$ cat src/rtl/tslk_pkg.sv
// Shared types and constants for the touch screen lock policy block.
package tslk_pkg;

  // Field widths.
  localparam int unsigned TS_W   = 48;
  localparam int unsigned HOLD_W = 16;

  // Register reset value and default contact limit.
  localparam logic [HOLD_W-1:0] HOLD_TIME_RESET      = 16'd1000;
  localparam int unsigned       MAX_CONTACTS_DEFAULT = 15;

  // Event codes.
  localparam logic [1:0] ACT_PRESS   = 2'd0;
  localparam logic [1:0] ACT_RELEASE = 2'd1;
  localparam logic [1:0] ACT_CONTACT = 2'd2;
  localparam logic [1:0] ACT_POWER   = 2'd3;

  // Lock state codes as seen on the result channel.
  localparam logic [1:0] LS_UNLOCKED = 2'd0;
  localparam logic [1:0] LS_LOCKED   = 2'd1;
  localparam logic [1:0] LS_BLANKED  = 2'd2;

  // One input item.
  typedef struct packed {
    logic [1:0]      action;
    logic [TS_W-1:0] timestamp;
    logic            contact_down;
  } tslk_item_t;

  // One result item.
  typedef struct packed {
    logic       took_effect;
    logic [1:0] lock_state;
    logic       touch_allowed;
  } tslk_result_t;

endpackage

$ cat src/rtl/tslk_policy.sv
// Lock policy state and the single-pass update for one item.
module tslk_policy #(
  parameter int unsigned MAX_CONTACTS = tslk_pkg::MAX_CONTACTS_DEFAULT
) (
  input  logic                           clk,
  input  logic                           rst,
  input  logic                           cfg_wr_en,
  input  logic [tslk_pkg::HOLD_W-1:0]    cfg_wr_data,
  input  logic                           step,
  input  tslk_pkg::tslk_item_t           item,
  output tslk_pkg::tslk_result_t         result
);
  import tslk_pkg::*;

  localparam int unsigned CNT_W = $clog2(MAX_CONTACTS + 1);
  localparam logic [CNT_W-1:0] CNT_MAX = CNT_W'(MAX_CONTACTS);

  typedef enum logic [1:0] {
    UNLOCKED = LS_UNLOCKED,
    LOCKED   = LS_LOCKED,
    BLANKED  = LS_BLANKED
  } mode_t;

  mode_t             mode, mode_next;
  logic [TS_W-1:0]   hold_start, hold_start_next;
  logic [CNT_W-1:0]  finger_count, finger_count_next;
  logic              wait_all_up, wait_all_up_next;
  logic [HOLD_W-1:0] hold_time;
  logic              fired;

  // Elapsed hold: a borrow means the release came before the press.
  logic [TS_W:0]     elapsed;
  logic              long_enough;

  assign elapsed     = {1'b0, item.timestamp} - {1'b0, hold_start};
  assign long_enough = !elapsed[TS_W] &&
                       (elapsed[TS_W-1:0] >= {{(TS_W-HOLD_W){1'b0}}, hold_time});

  // Next state for the item in hand.
  always_comb begin
    mode_next         = mode;
    hold_start_next   = hold_start;
    finger_count_next = finger_count;
    wait_all_up_next  = wait_all_up;
    fired             = 1'b0;
    unique case (item.action)
      ACT_PRESS: begin
        if (mode != BLANKED) begin
          hold_start_next = (item.timestamp != '0) ? item.timestamp : TS_W'(1);
        end
      end
      ACT_RELEASE: begin
        if (mode != BLANKED && hold_start != '0) begin
          hold_start_next = '0;
          if (mode == UNLOCKED) begin
            mode_next = LOCKED;
            fired     = 1'b1;
          end else if (long_enough) begin
            mode_next        = UNLOCKED;
            wait_all_up_next = (finger_count != '0);
            fired            = 1'b1;
          end
        end
      end
      ACT_CONTACT: begin
        if (item.contact_down) begin
          if (finger_count != CNT_MAX) begin
            finger_count_next = finger_count + CNT_W'(1);
          end
        end else if (finger_count != '0) begin
          finger_count_next = finger_count - CNT_W'(1);
        end
        if (finger_count_next == '0) begin
          wait_all_up_next = 1'b0;
        end
      end
      ACT_POWER: begin
        if (mode == BLANKED) begin
          mode_next        = LOCKED;
          wait_all_up_next = (finger_count != '0);
        end else begin
          mode_next = BLANKED;
        end
        hold_start_next = '0;
        fired           = 1'b1;
      end
      default: begin
        mode_next = mode;
      end
    endcase
  end

  // Result reflects the state after the item.
  assign result.took_effect   = fired;
  assign result.lock_state    = mode_next;
  assign result.touch_allowed = (mode_next == UNLOCKED) && !wait_all_up_next;

  // Policy state, updated when the item moves to the result register.
  always_ff @(posedge clk) begin
    if (rst) begin
      mode         <= UNLOCKED;
      hold_start   <= '0;
      finger_count <= '0;
      wait_all_up  <= 1'b0;
    end else if (step) begin
      mode         <= mode_next;
      hold_start   <= hold_start_next;
      finger_count <= finger_count_next;
      wait_all_up  <= wait_all_up_next;
    end
  end

  // Hold time register.
  always_ff @(posedge clk) begin
    if (rst) begin
      hold_time <= HOLD_TIME_RESET;
    end else if (cfg_wr_en) begin
      hold_time <= cfg_wr_data;
    end
  end

endmodule

$ cat src/rtl/touch_screen_lock_fsm_unit.sv
// Top level of the touch screen lock policy block.
//
// Input channel: in_valid/in_ready carry one event item (action, timestamp,
// contact_down). Output channel: out_valid/out_ready carry one result item
// (took_effect, lock_state, touch_allowed) for every event, in order.
// An accepted item lands in an input register; in the next cycle the policy
// logic evaluates it against the current state and, as the result register
// takes it, the state is updated. While out_ready is high, one item per
// cycle is sustained: the path from the input register to the result
// register is one 48-bit subtract and compare.
// When the receiver stalls, the result register holds its item, the input
// register holds one more, and in_ready drops only once both are full.
// The hold time register is written through cfg_wr_en/cfg_wr_data
// with no handshake; write it only while no items are in flight.
// Reset (rst, synchronous) empties both registers, returns to unlocked with
// no hold, no fingers counted, and sets the hold time to 1000 ms.
module touch_screen_lock_fsm_unit #(
  parameter int unsigned MAX_CONTACTS = tslk_pkg::MAX_CONTACTS_DEFAULT
) (
  input  logic                          clk,
  input  logic                          rst,
  input  logic                          cfg_wr_en,
  input  logic [tslk_pkg::HOLD_W-1:0]   cfg_wr_data,
  input  logic                          in_valid,
  output logic                          in_ready,
  input  logic [1:0]                    action,
  input  logic [tslk_pkg::TS_W-1:0]     timestamp,
  input  logic                          contact_down,
  output logic                          out_valid,
  input  logic                          out_ready,
  output logic                          took_effect,
  output logic [1:0]                    lock_state,
  output logic                          touch_allowed
);
  import tslk_pkg::*;

  logic         s1_valid;
  tslk_item_t   s1_item;
  tslk_result_t step_result;
  tslk_result_t out_result;
  logic         advance;

  // The input register moves on when the result register is free or emptying.
  assign advance  = s1_valid && (!out_valid || out_ready);
  assign in_ready = !s1_valid || advance;

  // Input register.
  always_ff @(posedge clk) begin
    if (rst) begin
      s1_valid <= 1'b0;
    end else if (in_ready) begin
      s1_valid <= in_valid;
    end
  end

  always_ff @(posedge clk) begin
    if (in_valid && in_ready) begin
      s1_item.action       <= action;
      s1_item.timestamp    <= timestamp;
      s1_item.contact_down <= contact_down;
    end
  end

  tslk_policy #(
    .MAX_CONTACTS(MAX_CONTACTS)
  ) u_policy (
    .clk        (clk),
    .rst        (rst),
    .cfg_wr_en  (cfg_wr_en),
    .cfg_wr_data(cfg_wr_data),
    .step       (advance),
    .item       (s1_item),
    .result     (step_result)
  );

  // Result register.
  always_ff @(posedge clk) begin
    if (rst) begin
      out_valid <= 1'b0;
    end else if (advance) begin
      out_valid <= 1'b1;
    end else if (out_ready) begin
      out_valid <= 1'b0;
    end
  end

  always_ff @(posedge clk) begin
    if (advance) begin
      out_result <= step_result;
    end
  end

  assign took_effect   = out_result.took_effect;
  assign lock_state    = out_result.lock_state;
  assign touch_allowed = out_result.touch_allowed;

endmodule

$ cat config.mk
export PLATFORM = sky130hd
export DESIGN_NAME = touch_screen_lock_fsm_unit
export DESIGN_NICKNAME = d
export VERILOG_FILES = /design/src/rtl/tslk_pkg.sv /design/src/rtl/tslk_policy.sv /design/src/rtl/touch_screen_lock_fsm_unit.sv
export SDC_FILE = /design/constraint.sdc
export NUM_CORES = 1
export LEC_CHECK = 0
export ABC_AREA = 1
export BUFFER_PORTS_ARGS = -buffer_cell sky130_fd_sc_hd__clkbuf_2
export CORE_MARGIN = 1.5
export CORE_UTILIZATION = 25
export CTS_BUF_LIST = sky130_fd_sc_hd__clkbuf_2 sky130_fd_sc_hd__clkbuf_4 sky130_fd_sc_hd__clkbuf_8
export DETAILED_ROUTE_END_ITERATION = 7
export GPL_TIMING_DRIVEN = 0
export PLACE_DENSITY_LB_ADDON = 0.08
export SYNTH_ARGS = -nofsm -noshare
export SYNTH_HDL_FRONTEND = slang
export SYNTH_SLANG_ARGS = --single-unit
$ cat constraint.sdc
create_clock -name clk -period 3.7 [get_ports clk]
set_input_delay 0.555 -clock clk [delete_from_list [all_inputs] [get_ports clk]]
set_output_delay 0.555 -clock clk [all_outputs]
set_load 0.05 [all_outputs]
Word-level counts from Yosys, hierarchy flattened
Index checks and enable logic that the tools add are counted.
W data, S select, Z words.
{ "classes": {"n_addsub": 3, "n_lt_le_gt_ge": 1, "n_eq_ne": 8, "mux": 25, "reduce_logical": 22} }
{ "op_table": {"columns": ["op", "n"], "rows": [
  ["$mux W48", 3],
  ["$pmux W48 S3", 1],
  ["$reduce_bool A48 Y1", 2],
  ["$sub A48 B48 Y49", 1],
  ["$ge A48 B16 Y1", 1],
  ["$mux W4", 4],
  ["$mux W1", 10],
  ["$mux W2", 4],
  ["$eq A2 B2 Y1 const B", 3],
  ["$logic_not A2 Y1", 3],
  ["$logic_and A1 B1 Y1", 5],
  ["$add A4 B1 Y4 const B", 1],
  ["$logic_not A1 Y1", 4],
  ["$logic_not A4 Y1", 1],
  ["$ne A2 B1 Y1 const B", 2],
  ["$ne A4 B4 Y1 const B", 1],
  ["$pmux W2 S2", 1],
  ["$reduce_and A4 Y1", 1],
  ["$reduce_bool A4 Y1", 1],
  ["$sub A4 B1 Y4 const B", 1],
  ["$pmux W1 S3", 1],
  ["$reduce_bool A3 Y1", 1],
  ["$eq A2 B1 Y1 const B", 1],
  ["$logic_or A1 B1 Y1", 2],
  ["4 further kinds", 4]
]} }
{ "totals": {"register_bits": 128, "output_inout_bits": 6} }

Depth between registers and ports, before layout
Gate-level depths: netlist of the first run.
{ "logic_depth": {"depth_word": 9, "depth_mapped": 29, "depth_no_buf": 29} }

By module
Synthesis of the first run repeated with hierarchy kept, for this count alone.
{ "hier_totals": {"cells_unflattened": 1465, "hier_area_um2": 9639.2} }
{ "modules_own_cells": {"columns": ["module", "instances", "cells_per_inst", "area_per_inst_um2", "seq_area_each_um2"], "rows": [
  ["tslk_policy", 1, 1398, 7896.3, 1421.4],
  ["touch_screen_lock_fsm_unit", 1, 67, 1742.9, 1691.6]
]} }

Worst setup path after synthesis of the first run
OpenSTA, ideal clock, no wires.
{ "synth_timing": {"path_kind": "reg2reg", "from": "reg s1_item[12] (netlist bit)", "to": "reg out_result (netlist bit touch_allowed) (data pin)", "setup_ns": 0.252, "t_arrival_ns": 2.824, "t_required_ns": 3.448, "setup_slack_ns": 0.624, "path_stages_with_launch": 27, "path_buffers": 0, "cell_sequence": "edfxtp_1 > ha_1 > nand2_1 > inv_2 > nand2_1 > inv_2 > nand2_1 > nand2_1 > inv_2 > nand2_2 > xor2_1 > ha_1 > a21oi_1 > o31a_1 > nand2_1 > nor2_1 > nand3_1 > nor2_1 > nand3_1 > nor2_2 > nand3_2 > nand3_2 > nand2_1 > nand2_1 > a21oi_1 > nand2_1 > nor2_1"} }
{ "synth_lines": {"columns": ["item", "line", "source"], "rows": [
  ["start, declared", "touch_screen_lock_fsm_unit.sv:38", "tslk_item_t s1_item;"],
  ["end signal, assigned", "touch_screen_lock_fsm_unit.sv:89", "out_result <= step_result;"],
  ["end, declared", "touch_screen_lock_fsm_unit.sv:40", "tslk_result_t out_result;"]
]} }

==> out/qor.csv, run 1 <==
metric,value,unit
finalMaxSlewViolations,0,
latest_clock_arrival_within_the_worst_skew_pair,0.51,ns
yosys.area_share.adder,8.753,%
top_cells_by_area_synth,"sky130_fd_sc_hd__nand2_1 17%, sky130_fd_sc_hd__edfxtp_1 17%, sky130_fd_sc_hd__dfxtp_1 15%, sky130_fd_sc_hd__inv_1 12%, sky130_fd_sc_hd__ha_1 8.5%",
post-synth-top-area-cell,sky130_fd_sc_hd__nand2_1,
postSynthNetCount,1598,
floorplan.initialDensity,25.53,%
hold-path-cell-count,1,
postSynthRegisterBits,128,
worst-setup-path-type,flop to flop,
clock_tree_from_tritoncts,done,
hpwlAfterDp,26.96,mm
setup.worst_path.start_class,flop,
routed-via-count,9206,
antenna_cells,0,
synth_top_family_by_area,simple AND/OR/NAND/NOR gates,
grt_max_degree,33,
core-area,37840,µm²
timing.hold.worst.class,input pin to flop,
rows,71,
post_placement_cell_count,2047,
initial_antenna_violation_count,0,
detailed_route_wl,32.57,mm
total_power,4.361,mW
critPathBufInv,4,
post-synth-top-count-cell,sky130_fd_sc_hd__nand2_1,
static-leakage-power,5.690,nW
timing.hold.ws,0.2155,ns
finalClockSkew,0.02332,ns
worstPathArrival,3.86,ns
cts_hold_repair.buffers,0,
synthTopCellsByCount,"446 x sky130_fd_sc_hd__nand2_1, 297 x sky130_fd_sc_hd__inv_1, 116 x sky130_fd_sc_hd__a21oi_1, 87 x sky130_fd_sc_hd__nor2_1, 73 x sky130_fd_sc_hd__dfxtp_1",
setup_repair_after_global_routing_missed_its_margin,yes,
synthMuxAreaShare,0,%
setup_viol,0,
drtAntennaViolNets,0,
route.top_layer_used,met4,
setup_total_negative_slack,0,ns
die_h,199.6,µm
period_needed,3.609,ns
most_prevalent_standard_cell_on_the_critical_path,sky130_fd_sc_hd__nand3_2,
layout.nets,1721,
max_freq,277.1,MHz
worst_setup_path_end_kind,flop,
grt_pass1_wl,49.50,mm
netlist.area_leader.share,17.32,%
tritoncts.num_buffers,17,
post_synth.cell_area_avg,6.623,µm²
portBuffers,76,
post-route-period-util,97.53,%
synth-warning-count,0,
dr.pass1.iters,6,
dieArea,39840,µm²
cp.depth,25,
grt_pass1_vias,8827,
timing.critical_path.required,3.95,ns
worst_ir_drop_vdd,0.2111,mV
cp_top_family,simple AND/OR/NAND/NOR gates,
route.detailed.wl_per_inst,15.46,µm
finalNonFillerCells,2106,
design.portCount,78,
worst_setup_hold_path_clk_slew,0.09,ns
final-hold-violation-count,0,
chipWidth,199.6,µm
clk_path_buf_depth,2,
cap_violations,0,
gpl.final_weighted_congestion,0.8442,
cts.root.buffer_cell,sky130_fd_sc_hd__clkbuf_8,
synthesis.instances,1459,
power.density,371.5,nW/µm²
track_usage,16.77,%
synth_simple_gate_area_share,31.39,%
synth-seq-area-share,32.22,%
proportion_of_layout_cells_with_a_drive_suffix_above_1,16.11,%
gr_ovfl_total,0,
dominantRegCellSynth,sky130_fd_sc_hd__dfxtp_1,
synthXorXnorAreaFrac,1.994,%
met3_length,990,µm
critical-path-max-stage-delay,0.48,ns
drt-initial-drc-count,495,
mean_number_of_vias_per_cell,4.371,
clock_sink_count,128,
slew-limit-headroom,44.88,%
met1Wirelength,16.42,mm
fin_util,31.02,%
area.sequential,3114,µm²
worstMarginPinSlew,0.8192,ns
ys_async_sr_fraction,0,%
fraction_of_the_mapped_netlist_area_in_compound_gates,12.64,%
synthesized_cell_area,9663,µm²
multi_input_area,5758,µm²
synth_cell_types,43,
critPathMaxFanout,4,
slowest_stage,sky130_fd_sc_hd__edfxtp_1,
htreeDepth,4,
drt_drc_violations_left,0,
met2_wirelength,14.72,mm
r2r.worst_path.cells,25,
synth-edff-count,55,
flow.area_growth_from_synthesis,21.48,%
run_status,"finished, final reports clean",
filler_cell_count,4291,
-- state kept, by name, indices dropped and copies added, names as in the netlist, 2 cells and up --
name,cells
s1_item,51
u_policy.hold_start,48
u_policy.hold_time,16
u_policy.finger_count,4
lock_state,2
u_policy.mode,2
-- cell families (layout without fill, tap and decap cells) --
| logic type | count (synthesis) | count (layout) |
|---|---|---|
| AO/OA/AOI/OAI | 210 | 210 |
| XOR/XNOR | 22 | 22 |
| adder cells (fa/ha/maj) | 67 | 67 |
| buffers and inverters | 334 | 470 |
| flip-flops | 128 | 128 |
| AND/OR/NAND/NOR | 698 | 698 |
-- cell usage in the layout, fill, tap and decap left out, drive strengths merged, types with 2 or more instances in the layout --
cell type / instances
a211oi: 47
a21oi: 116
a31oi: 2
and2: 3
buf: 35
clkbuf: 119
clkinv: 8
dfxtp: 73
edfxtp: 55
ha: 66
inv: 307
nand2: 459
nand3: 61
nand3b: 11
nand4: 27
nor2: 108
nor3: 10
nor4: 17
o211ai: 2
o21ai: 28
o21bai: 4
o31a: 2
o31ai: 2
or2: 2
xor2: 21
-- final timing paths --
path | from | end | slack [ns]
setup / recovery | s1_item[2] | touch_allowed | 0.09
hold / removal | timestamp[5] | s1_item[6] | 0.22
hold reg to reg | u_policy.hold_time[1] | u_policy.hold_time[1] | 0.47
setup reg to reg | s1_item[2] | touch_allowed | 0.09
-- layout make-up --
class | instances | share of cell area (%)
Clock inverter | 7 | 0.5116
Buffer | 25 | 0.8314
Multi-Input combinational cell | 997 | 49.05
Inverter | 309 | 9.881
Sequential cell | 128 | 26.53
Clock buffer | 25 | 2.611
Tap cell | 511 | 5.447
Timing Repair Buffer | 104 | 5.137
-- where the power goes --
group / leakage, nW / total [mW] / switching (mW) / internal, mW
sequential: 1.14 / 1.63 / 0.0583 / 1.57
clock: 0.202 / 1.20 / 0.594 / 0.603
combinational: 4.35 / 1.53 / 0.977 / 0.558
-- per-stage QoR --
| step | worst slack [ns] | area, µm² |
|---|---|---|
| finish | 0.09139 | 11740 |
| global route | -0.1420 | 11740 |
| CTS | 0.01028 | 11220 |
| detailed placement | -0.2367 | 10700 |
| global placement | -0.2091 | 10680 |
| floorplan | 0.6241 | 9663 |
-- layer usage --
layer  vias to the layer above  global-route usage (%)
met5                         -                       0
met1                      4166                   22.94
met4                         0                   5.180
met3                        23                   2.414
met2                       132                   27.10
li1                       4885                       -
-- what timing repair did --
action | in CTS | in global routing
endpoints found under the setup margin | 7 | 7
pin swaps | 3 | 36
gates resized for setup | 25 | 58
buffers inserted | 3 | 24
(Power assumes the default switching activity.)
==> run 2: changes to the inputs <==
==> constraint.sdc (replaced) <==
create_clock -name clk -period 3.89 [get_ports clk]
set_input_delay 0.5835 -clock clk [delete_from_list [all_inputs] [get_ports clk]]
set_output_delay 0.5835 -clock clk [all_outputs]
set_load 0.05 [all_outputs]
==> run 2 against run 1 <==
Fmax down 1.3%. Combinational power shrank 9%. Sequential power decreased by 5%. Clock-buffer cell count unchanged. Largest cell class unchanged. Sequential cell count did not move. Clock power shrank 6%. Critical path type unchanged. Via count decreased by 1.0%. First-iteration DRC count down 2.0%. Routed wire length shrank 0.81%. Die area unchanged. Setup slack improved by 0.14 ns. Largest power group unchanged.
==> out/qor.csv, run 2 (synthesis results as in run 1) <==
metric,value,unit,change
clock_sink_count,128,,unchanged
route.detailed.wl_per_inst,15.42,µm,-0.29%
worstMarginPinSlew,0.8714,ns,+0.05222 ns
intPower,2.563,mW,-6.2%
seq_power_share,38.0,%,+0.6 points
worstSetupStartpoint,s1_item[1],,
drt-initial-drc-count,485,,-2.0%
drtAntennaViolNets,0,,unchanged
slew-limit-headroom,41.37,%,-3.5 points
critPathMaxFanout,3,,-1
dp_worst_setup_slack,-0.04666,ns,+0.1900 ns
tritoncts.num_buffers,17,,unchanged
switch_pwr,1.510,mW,-7.3%
detailed_route_wl,32.30,mm,-0.81%
power.density,354.1,nW/µm²,-4.7%
finalClockSkew,0.01763,ns,-0.005691 ns
most_prevalent_standard_cell_on_the_critical_path,sky130_fd_sc_hd__nand2_1,,
clock_tree_from_tritoncts,done,,
filler_cell_count,4315,,+0.56%
dieArea,39840,µm²,unchanged
core-area,37840,µm²,unchanged
gr_ovfl_total,0,,unchanged
worstReg2RegEnd,touch_allowed,,
post-route-period-util,93.97,%,-3.6 points
cts.root.buffer_cell,sky130_fd_sc_hd__clkbuf_8,,
layout_commonest_cell,sky130_fd_sc_hd__nand2_1,,
crit-reg2reg-launch,s1_item[1],,
finalMaxSlewViolations,0,,unchanged
top_register,s1_item,,
grt_pass1_wl,49.28,mm,-0.45%
mean_number_of_vias_per_cell,4.350,,-0.48%
worst_setup_path_end_kind,flop,,
portBuffers,76,,unchanged
setup_viol,0,,unchanged
multi_input_area,5605,µm²,-2.7%
power_switching_share,37.07,%,-0.29 points
cap_violations,0,,unchanged
min-delay-start,timestamp[5],,
routed-via-count,9114,,-1.0%
rows,71,,unchanged
worst-setup-path-type,flop to flop,,
mostFrequentLayoutCells,"441 x sky130_fd_sc_hd__nand2_1, 295 x sky130_fd_sc_hd__inv_1, 115 x sky130_fd_sc_hd__a21oi_1",,
comb_power_share,34.2,%,-1.0 points
timing.critical_path.required,4.14,ns,+0.19 ns
worst_setup_hold_path_clk_slew,0.09,ns,about the same
proportion_of_layout_cells_with_a_drive_suffix_above_1,13.89,%,-2.2 points
clk_path_buf_depth,2,,unchanged
drt_drc_violations_left,0,,unchanged
final-hold-violation-count,0,,unchanged
flow.area_growth_from_synthesis,19.03,%,
design.portCount,78,,unchanged
hpwlAfterDp,26.96,mm,unchanged
layout.nets,1710,,-0.64%
initial_antenna_violation_count,0,,unchanged
setup.reg_to_reg.worst_slack,0.23,ns,+0.14 ns
grt_max_degree,33,,unchanged
run_status,"finished, final reports clean",,
die_h,199.6,µm,unchanged
r2r.worst_path.cells,25,,unchanged
worstPathArrival,3.90,ns,+0.04 ns
reg.largest.list,"s1_item: 51 flops, u_policy.hold_start: 48 flops, u_policy.hold_time: 16 flops",,
chipWidth,199.6,µm,unchanged
worst_ir_drop_vdd,0.2017,mV,-4.5%
grt_pass1_vias,8773,,-0.61%
critPathCapture,touch_allowed,,
max_freq,273.6,MHz,-1.3%
track_usage,16.72,%,-0.056 points
final_critical_path_setup_slack,0.2346,ns,+0.1432 ns
critical-path-max-stage-delay,0.41,ns,-0.07 ns
static-leakage-power,5.619,nW,-1.3%
area.sequential,3113,µm²,about the same
period_needed,3.655,ns,+0.04683 ns
htreeDepth,4,,unchanged
clock_power_share,27.8,%,+0.3 points
fin_util,30.39,%,-0.62 points
dr.pass1.iters,5,,-1
slowest_stage,sky130_fd_sc_hd__fa_2,,
largest_register_ffs,51,,unchanged
setup.worst_path.start_class,flop,,
latest_clock_arrival_within_the_worst_skew_pair,0.50,ns,about the same
gpl.final_weighted_congestion,0.8442,,unchanged
timing.hold.worst.class,input pin to flop,,
floorplan.initialDensity,25.53,%,unchanged
antenna_cells,0,,unchanged
## run 2: cell count changes in the layout (fill, tap and decap cells not counted), sizes merged
cell  previous run  this run
buf             35        24
## run 2: worst min-delay path by stage
stage,endpoint,slack [ns],cells past startpoint
floorplan,u_policy.hold_time[15],0.43,2
global placement,u_policy.hold_time[2],0.46,2
detailed placement,u_policy.hold_time[1],0.46,2
finish,s1_item[6],0.25,1
CTS,s1_item[6],0.18,1
global route,s1_item[0],0.22,1
## run 2: through the flow
step / instances / TNS, ns / instance area (µm²) / total power [mW] / hold slack, ns
after floorplan: 1459 / 0 / 9663 / 2.477 / 0.4349
after global placement: 2046 / -0.01914 / 10680 / 2.883 / 0.4641
after detailed placement: 2047 / -0.04666 / 10700 / 2.890 / 0.4625
after CTS: 2079 / 0 / 11080 / 4.076 / 0.1771
after global routing: 2095 / -0.006406 / 11500 / 4.392 / 0.2161
final: 2095 / 0 / 11500 / 4.073 / 0.2495
## run 2: critical path: cells and delay by family, from the launching register on
family / cells / cell delay (ns)
AND/OR/NAND/NOR: 16 / 1.50
adder cells (fa/ha/maj): 3 / 0.86
flip-flops: 1 / 0.38
AO/OA/AOI/OAI: 2 / 0.25
buffers and inverters: 3 / 0.22
XOR/XNOR: 1 / 0.19
## run 2: power by group through the flow
stage | clock network (mW) | logic, mW | registers (mW)
after floorplan | 0 | 0.907 | 1.57
after global placement | 0 | 1.30 | 1.58
after detailed placement | 0 | 1.31 | 1.58
after CTS | 1.21 | 1.32 | 1.55
after global routing | 1.24 | 1.59 | 1.56
final | 1.13 | 1.39 | 1.55
## run 2: what timing repair did
item / CTS / global route
hold buffers: 0 / 0
pin swaps: 0 / 14
buffers inserted: 0 / 16
endpoints found under the setup margin: 1 / 7
resized for setup: 2 / 49
## run 2: cell type report
| class | count | share of cell area, % |
|---|---|---|
| Buffer | 25 | 0.8485 |
| Clock buffer | 25 | 2.665 |
| Multi-Input combinational cell | 997 | 48.73 |
| Timing Repair Buffer | 93 | 4.525 |
| Inverter | 309 | 10.08 |
| Clock inverter | 7 | 0.5221 |
| Sequential cell | 128 | 27.06 |
| Tap cell | 511 | 5.559 |
## run 2: per-layer routing
layer / vias to the layer above / wire length (µm) / GRT usage [%]
met5: - / 0 / 0
met4: 0 / 469 / 5.180
met3: 22 / 881 / 2.414
met2: 114 / 14530 / 26.92
met1: 4117 / 16430 / 22.93
li1: 4861 / - / -
